## config.mk

```make
export PLATFORM = sky130hd
export DESIGN_NAME = sdbc_ctrl
export DESIGN_NICKNAME = d
export VERILOG_FILES = /design/src/rtl/sdbc_pkg.sv /design/src/rtl/sdbc_ctrl.sv
export SDC_FILE = /design/constraint.sdc
export NUM_CORES = 1
export LEC_CHECK = 0
export BUFFER_PORTS_ARGS = -buffer_cell sky130_fd_sc_hd__buf_4
export CORE_AREA = 2 2 39 41
export CTS_BUF_LIST = sky130_fd_sc_hd__clkbuf_4 sky130_fd_sc_hd__clkbuf_8
export DETAILED_ROUTE_END_ITERATION = 7
export DIE_AREA = 0 0 41 43
export GPL_TIMING_DRIVEN = 0
export PLACE_DENSITY = 0.83
export SETUP_SLACK_MARGIN = 0.15
export SYNTH_ARGS = -nofsm -noshare
export SYNTH_HDL_FRONTEND = slang
export SYNTH_SLANG_ARGS = --single-unit
export TNS_END_PERCENT = 1
```

## constraint.sdc

```tcl
create_clock -name clk_i -period 1.8 [get_ports clk_i]
set_input_delay 0.18 -clock clk_i [delete_from_list [all_inputs] [get_ports clk_i]]
set_output_delay 0.18 -clock clk_i [all_outputs]
set_load 0.02 [all_outputs]
```

## src/rtl/sdbc_pkg.sv

```systemverilog
// sample dma buffer cache: shared types, status codes and link constants
// no dependencies
package sdbc_pkg;

  localparam int unsigned LinkW = 6;
  localparam logic [LinkW-1:0] LinkNil = 6'd63;

  localparam logic [1:0] StatHit    = 2'd0;
  localparam logic [1:0] StatMiss   = 2'd1;
  localparam logic [1:0] StatNoFree = 2'd2;
  localparam logic [1:0] StatTick   = 2'd3;

  typedef struct packed {
    logic        op;
    logic [31:0] rom_address;
    logic [15:0] byte_length;
  } req_t;

  typedef struct packed {
    logic [1:0]  status;
    logic [4:0]  buffer_index;
    logic [9:0]  byte_offset;
    logic [31:0] fetch_address;
  } rsp_t;

  // commands from controller to datapath
  typedef struct packed {
    logic load_req;   // capture request, start walk at used head
    logic step;       // advance cursor to the next link
    logic hit_mark;   // mark cursor with current frame
    logic miss_ins;   // take free head, link into used list
    logic tick_free;  // free the cursor buffer
    logic tick_done;  // increment frame count
    logic set_last;   // remember cursor as last walked
  } cmd_t;

  // status from datapath to controller
  typedef struct packed {
    logic is_tick;
    logic cur_valid;
    logic stop_above;
    logic hit;
    logic stale;
    logic free_valid;
  } sts_t;

endpackage

```

## src/rtl/sdbc_ctrl.sv

```systemverilog
// sample dma buffer cache: controller walking the lists one entry per cycle unless a held result stalls the walk
// depends on sdbc_pkg
module sdbc_ctrl #(
  parameter int unsigned BufferCount = 32
) (
  input  logic             clk_i,
  input  logic             rst_ni,
  input  logic             in_valid_i,
  output logic             in_ready_o,
  input  logic             out_busy_i,
  input  sdbc_pkg::sts_t   sts_i,
  output sdbc_pkg::cmd_t   cmd_o,
  output logic             rsp_load_o,
  output logic [1:0]       rsp_kind_o
);

  localparam int unsigned StepW = $clog2(BufferCount + 1);

  localparam logic [1:0] StIdle = 2'd0;
  localparam logic [1:0] StWalk = 2'd1;
  localparam logic [1:0] StDone = 2'd2;

  logic [1:0]       state_q, state_d;
  logic [StepW-1:0] steps_q, steps_d;

  assign in_ready_o = (state_q == StIdle);

  always_comb begin
    state_d    = state_q;
    steps_d    = steps_q;
    cmd_o      = '0;
    rsp_load_o = 1'b0;
    rsp_kind_o = sdbc_pkg::StatTick;
    case (state_q)
      StIdle: begin
        if (in_valid_i) begin
          cmd_o.load_req = 1'b1;
          steps_d        = '0;
          state_d        = StWalk;
        end
      end
      StWalk: begin
        if (!out_busy_i) begin
          if (!sts_i.cur_valid || steps_q == StepW'(BufferCount)) begin
            if (sts_i.is_tick) begin
              cmd_o.tick_done = 1'b1;
              rsp_kind_o      = sdbc_pkg::StatTick;
            end else if (sts_i.free_valid) begin
              cmd_o.miss_ins = 1'b1;
              rsp_kind_o     = sdbc_pkg::StatMiss;
            end else begin
              rsp_kind_o = sdbc_pkg::StatNoFree;
            end
            rsp_load_o = 1'b1;
            state_d    = StDone;
          end else if (sts_i.is_tick) begin
            cmd_o.tick_free = sts_i.stale;
            cmd_o.step      = 1'b1;
            steps_d         = steps_q + 1'b1;
          end else if (sts_i.stop_above) begin
            if (sts_i.free_valid) begin
              cmd_o.miss_ins = 1'b1;
              rsp_kind_o     = sdbc_pkg::StatMiss;
            end else begin
              rsp_kind_o = sdbc_pkg::StatNoFree;
            end
            rsp_load_o = 1'b1;
            state_d    = StDone;
          end else if (sts_i.hit) begin
            cmd_o.hit_mark = 1'b1;
            rsp_kind_o     = sdbc_pkg::StatHit;
            rsp_load_o     = 1'b1;
            state_d        = StDone;
          end else begin
            cmd_o.set_last = 1'b1;
            cmd_o.step     = 1'b1;
            steps_d        = steps_q + 1'b1;
          end
        end
      end
      StDone: state_d = StIdle;
      default: state_d = StIdle;
    endcase
  end

  always_ff @(posedge clk_i or negedge rst_ni) begin
    if (!rst_ni) begin
      state_q <= StIdle;
      steps_q <= '0;
    end else begin
      state_q <= state_d;
      steps_q <= steps_d;
    end
  end

endmodule

```

==> impl_metrics.csv, run 1 <==
group,metric,value,unit
sta,finalClockSkew,0.500,ps
worst_setup_path,path_class,"reg2out",
place,io_buffers,20,
pwr,vdd_drop_max,0.814,mV
worst_setup_path,worstPathArrival,1680,ps
sta,setup_violations,2,
clocking,cts_tree,"built",
yosys,syn_area,644,sq um
finish,fill_cells,105,
place,placed_area,820,sq um
clocking,clk_pin_slew,50,ps
grt,grt_max_degree,9,
sta,worst_hold_slack,199,ps
yosys,synth_top_area_share,31.1,%
yosys,synth_commonest_cells,"dfrtp_1, nor2_1",
yosys,synth_edf_count,0,
yosys,synth_ff_type,"dfrtp_1",
detailed_routing,first_iter_violations,13,
floorplan,initial_core_util,46.6,%
grt,grt_pass1_wl,2350,um
detailed_routing,avgViaCountPerCell,5.61,
pwr,p_per_area,901,nW/um^2
sta,period_share,104,%
detailed_routing,ant_nets,0,
floorplan,die_h,43,um
yosys,yosysWarnings,0,
place,dp_hpwl,1110,um
yosys,synth-seq-area-share,31.1,%
finish,drive_above_1_share,47.9,%
worst_setup_path,start_kind,"register",
clocking,cts_buffers,3,
finish,fin_area,936,sq um
clocking,worstSkewPairLatency,250,ps
place,dp_slack,59.3,ps
detailed_routing,post_drt_wl_per_cell,13.5,um
grt,overflow,0,
finish,final_nets,110,
sta,max_slew_margin,77.8,%
detailed_routing,drt_wl_total,1510,um
grt,grt.total_usage,20.6,%
grt,first_global_vias,558,
detailed_routing,drc,0,
yosys,ys_types,33,
sta,hold_viol_final,0,
floorplan,dieArea,1760,sq um
sta,finalCriticalPeriod,1860,ps
yosys,netlist_instances,66,
min_path,hold_path.class,"in2reg",
yosys,synthArstFlopShare,100,%
sta,clock.fmax,0.537,GHz
sta,rsz0062_at_grt,"true",
floorplan,ioPinCount,21,
job,cap_violations,0,
finish,area_growth,45.2,%
sta,slew_viol_final,0,
floorplan,rows,14,
detailed_routing,drt_first_pass_iters,4,
clocking,cts.path.max_buffers,2,
finish,n_antenna_cell,0,
yosys,synth.top_cells.by_area,"dfrtp_1, nand4bb_4, nor2_1",
yosys,syn_nets,78,
pwr,p_leak,0.000416,uW
grt,antenna_found_initial,0,
sta,layout_setup_ws,-63.8,ps
yosys,avgSynthCellArea,9.76,sq um
clocking,htreeDepth,1,
yosys,yosysMostFrequentCell,"dfrtp_1",
clocking,root_buffer,"clkbuf_4",
floorplan,core,1380,sq um
worst_setup_path,required,1620,ps
clocking,cts.sinks,8,
sta,max_slew.worst_pin.slew,329,ps
yosys,yosysTopAreaCell,"dfrtp_1",
worst_setup_path,worstPathMaxFanout,3,
detailed_routing,num_vias,628,
place,gp_routability_congestion,0.801,
worst_setup_path,cp-end-kind,"primary output",
outcome,outcome,"finished with violations",
outcome,violations,"negative setup slack",
yosys,synth-seq-cells,8,
floorplan,die_w,41,um
-- logic make-up after synthesis --
kind of cell               after synthesis  synth area share [%]
adders and majority gates                2                  3.88
DFF                                      8                  31.1
muxes                                    1                  1.75
buffers and inverters                    4                  2.33
AOI/OAI and AO/OA                       17                  22.7
and+or+nand+nor                         34                  38.3
-- per-stage QoR --
stage / util [%] / instances / setup TNS [ps] / power, uW
after global placement: 59.2 / 102 / 0 / 605
final: 67.6 / 112 / -81.5 / 843
after floorplan: - / 66 / 0 / 495
after global routing: 67.6 / 112 / -494 / 899
after detailed placement: 59.2 / 102 / 0 / 613
after CTS: 66.5 / 110 / -72.1 / 823
-- worst max-delay path, cell delays in order (launching register included) --
cell and delay, ps:
dfrtp_1 390, inv_2 70, ha_4 140, nand4bb_4 150, o21ai_4 190, buf_12 130
nor4_4 30, a31oi_1 160, buf_4 170
-- registers in the layout (all words and copies together) (netlist names) --
signal / count
state_q: 2
steps_q: 6
-- routing by layer --
layer  vias up  wire length, um  GRT usage [%]  part of all wire, %
met5         -                0              0                    0
met4         0                9           10.0                 0.60
met3         2              103           6.81                  6.8
met2        20              781           34.1                   52
met1       294              617           22.0                   41
li1        312                -              -                    -
-- final timing paths --
kind,from,end,slack (ps),cells past startpoint
worst max register to register,steps_q[1],steps_q[0],300,6
max in group asynchronous,rst_ni,state_q[0],1380,2
worst min register to register,state_q[1],state_q[0],550,1
min in group asynchronous,rst_ni,steps_q[2],280,2
worst max-delay path,steps_q[1],rsp_kind_o[1],-60,8
worst min-delay path,in_valid_i,state_q[0],200,3
-- cell usage in the layout (no fill, tap or decap), types with 2 or more instances in the layout --
| cell | instances |
|---|---|
| nor2_1 | 7 |
| nand3_1 | 4 |
| dfrtp_1 | 6 |
| inv_2 | 2 |
| o311ai_0 | 2 |
| a31oi_1 | 2 |
| inv_1 | 2 |
| dfrtp_2 | 2 |
| nor3_1 | 3 |
| o21ai_0 | 2 |
| nand2_1 | 4 |
| buf_4 | 24 |
| clkbuf_4 | 3 |
| a21o_1 | 2 |
| nand2b_1 | 4 |
-- final cells by class --
type | instances | area [sq um] | share of cell area [%]
timing repair buffer | 27 | 221 | 23.7
inverter | 4 | 15.0 | 1.60
tap | 16 | 20.0 | 2.14
clock buffer | 3 | 22.5 | 2.41
sequential | 8 | 203 | 21.7
multi-input combinational | 54 | 454 | 48.5
-- power by group --
group	leakage, uW	internal [uW]	total [uW]	switching (uW)
logic	0.000297	232	445	213
registers	0.000106	215	262	47.3
clock network	0.0000138	76.3	137	60.6
total	0.000416	523	843	321
-- repair_timing --
action                     in CTS  in global routing
gates resized for setup         8                  0
setup endpoints to repair       9                  9
hold endpoints to repair        8                  0
pin swaps                       3                  1
setup buffers                   4                  2
hold buffers                    1                  0
(Power assumes the default switching activity.)
==> inputs of run 2 (changes only) <==
--- a/config.mk
+++ b/config.mk
@@ -12,6 +12,7 @@
 export DIE_AREA = 0 0 41 43
 export GPL_TIMING_DRIVEN = 0
 export PLACE_DENSITY = 0.83
+export RECOVER_POWER = 50
 export SETUP_SLACK_MARGIN = 0.15
 export SYNTH_ARGS = -nofsm -noshare
 export SYNTH_HDL_FRONTEND = slang
==> constraint.sdc (replaced) <==
create_clock -name clk_i -period 1.8 [get_ports clk_i]
set_input_delay 0.09 -clock clk_i [delete_from_list [all_inputs] [get_ports clk_i]]
set_output_delay 0.09 -clock clk_i [all_outputs]
set_load 0.02 [all_outputs]
==> impl_metrics.csv, run 2 (synthesis results as in run 1) <==
group,metric,value,unit
sta,max_slew_margin,68.8,%
worst_setup_path,worstPathArrival,1640,ps
place,dp_hpwl,1160,um
sta,tns,0,ps
floorplan,ioPinCount,21,
worst_setup_path,cpLargestDelayFamily,"flip-flops",
grt,grt_pass1_wl,2360,um
pwr,clock_power_share,17.2,%
detailed_routing,drt_wl_total,1560,um
detailed_routing,drt_first_pass_iters,4,
floorplan,rows,14,
finish,mostFrequentLayoutCell,"buf_4",
clocking,htreeDepth,1,
grt,antenna_found_initial,0,
clocking,root_buffer,"clkbuf_4",
worst_setup_path,cp_cell_sequence,"inv_2, ha_4, nand4bb_4, o21ai_4, buf_6, nor4_4, a31oi_1, buf_4",
outcome,outcome,"completed",
worst_setup_path,cp_slowest_stage_delay,390,ps
pwr,swShare,39.6,%
clocking,cts_buffers,3,
finish,mostFrequentLayoutCells,"buf_4, dfrtp_1, nor2_1",
grt,overflow,0,
floorplan,initial_core_util,46.6,%
finish,top_regs,"steps_q: 6 flops, state_q: 2 flops",
floorplan,dieArea,1760,sq um
sta,slew_viol_final,0,
finish,n_antenna_cell,0,
detailed_routing,avgViaCountPerCell,5.87,
sta,finalClockSkew,1.53,ps
finish,fill_cells,121,
sta,max_slew.worst_pin.slew,467,ps
worst_setup_path,cpMaxStageDelayCell,"dfrtp_1",
detailed_routing,num_vias,652,
sta,period_share,96.1,%
floorplan,die_h,43,um
detailed_routing,drc,0,
min_path,hold_path.class,"in2reg",
floorplan,core,1380,sq um
detailed_routing,first_iter_violations,14,
sta,hold_viol_final,0,
pwr,p_per_area,895,nW/um^2
clocking,cts_tree,"built",
worst_setup_path,crit_buf_inv,3,
sta,setup_violations,0,
worst_setup_path,start_kind,"register",
finish,largest_reg_flops,6,
place,io_buffers,20,
worst_setup_path,cp-end-kind,"primary output",
place,gp_routability_congestion,0.816,
worst_setup_path,required,1710,ps
pwr,p_leak,0.000400,uW
grt,first_global_vias,603,
pwr,p_comb_share,50.4,%
finish,fin_area,896,sq um
finish,final_nets,109,
detailed_routing,post_drt_wl_per_cell,14.0,um
clocking,worstSkewPairLatency,250,ps
finish,regMostFlops,"steps_q",
pwr,vdd_drop_max,0.652,mV
floorplan,die_w,41,um
pwr,p_switching,317,uW
finish,area_growth,39.0,%
grt,grt.total_usage,20.0,%
worst_setup_path,worstPathMaxFanout,4,
finish,final_util,64.7,%
clocking,cts.path.max_buffers,2,
sta,finalCriticalPeriod,1730,ps
sta,rsz0062_at_grt,"true",
grt,grt_max_degree,9,
sta,clock.fmax,0.578,GHz
clocking,cts.sinks,8,
job,cap_violations,0,
finish,drive_above_1_share,43.2,%
place,placed_area,815,sq um
detailed_routing,ant_nets,0,
pwr,cell_internal_pwr,484,uW
clocking,clk_pin_slew,50,ps
pwr,pwr-share-seq,32.4,%
worst_setup_path,path_class,"reg2out",
[run 2: cell types whose count changed in the layout (fill, tap and decap cells not counted)]
cell      delta
or2_4        +1
buf_4        -3
o211ai_4     -1
dfrtp_2      -2
clkbuf_1     +3
o211ai_2     +1
or2_1        -1
buf_12       -1
dfrtp_1      +2
[run 2: worst register-to-register path, cell delays in order, from the launching register on]
cell and delay, ps:
dfrtp_1 390, inv_2 70, ha_4 130, nand4bb_4 130, o211ai_2 350, nor2_2 90, mux2_2 270
[run 2: final timing paths]
kind / from / endpoint / slack (ps) / cells past startpoint
min in group asynchronous: rst_ni / steps_q[5] / 300 / 2
max in group asynchronous: rst_ni / steps_q[0] / 1180 / 2
hold / removal: in_valid_i / state_q[0] / 120 / 3
setup reg to reg: steps_q[0] / steps_q[0] / 260 / 6
setup / recovery: steps_q[0] / rsp_kind_o[1] / 70 / 8
hold reg to reg: steps_q[3] / steps_q[3] / 560 / 1
[run 2: final cells by class]
type / count / area [sq um] / share of cell area, %
multi-input combinational: 54 / 448 / 50.0
clock buffer: 3 / 22.5 / 2.51
inverter: 4 / 15.0 / 1.68
timing repair buffer: 26 / 190 / 21.2
tap: 16 / 20.0 / 2.23
sequential: 8 / 200 / 22.3
[run 2: timing repair]
| action | 4_1_cts | 5_1_grt |
|---|---|---|
| endpoints found under the hold margin | 8 | 0 |
| setup buffers | 4 | 1 |
| resized for setup | 5 | 3 |
| setup endpoints to repair | 9 | 9 |
| hold buffers | 1 | 0 |
| pin swaps | 4 | 1 |
[run 2: metrics by stage]
step           std cells  worst slack [ps]  power, uW  hold slack (ps)
6_report             111              69.6        802              125
5_1_grt              111              2.61        850              124
4_1_cts              110              44.6        816              118
3_5_place_dp         102               169        614            -83.7
3_3_place_gp         102               205        603            -84.7
2_1_floorplan         66               157        494             -206
[run 2: layer usage]
| metal | share of wire, % | vias up | global-route usage [%] |
|---|---|---|---|
| li1 | - | 309 | - |
| met1 | 39 | 308 | 20.5 |
| met2 | 53 | 29 | 35.0 |
| met3 | 6.0 | 6 | 1.57 |
| met4 | 2.3 | 0 | 13.3 |
| met5 | 0 | - | 0 |
[run 2: power by group through the flow]
| stage | registers, uW | clock network [uW] | logic [uW] |
|---|---|---|---|
| global placement | 265 | 0 | 338 |
| CTS | 261 | 142 | 413 |
| global route | 266 | 146 | 438 |
| finish | 260 | 138 | 404 |
| detailed placement | 267 | 0 | 347 |
| floorplan | 255 | 0 | 239 |
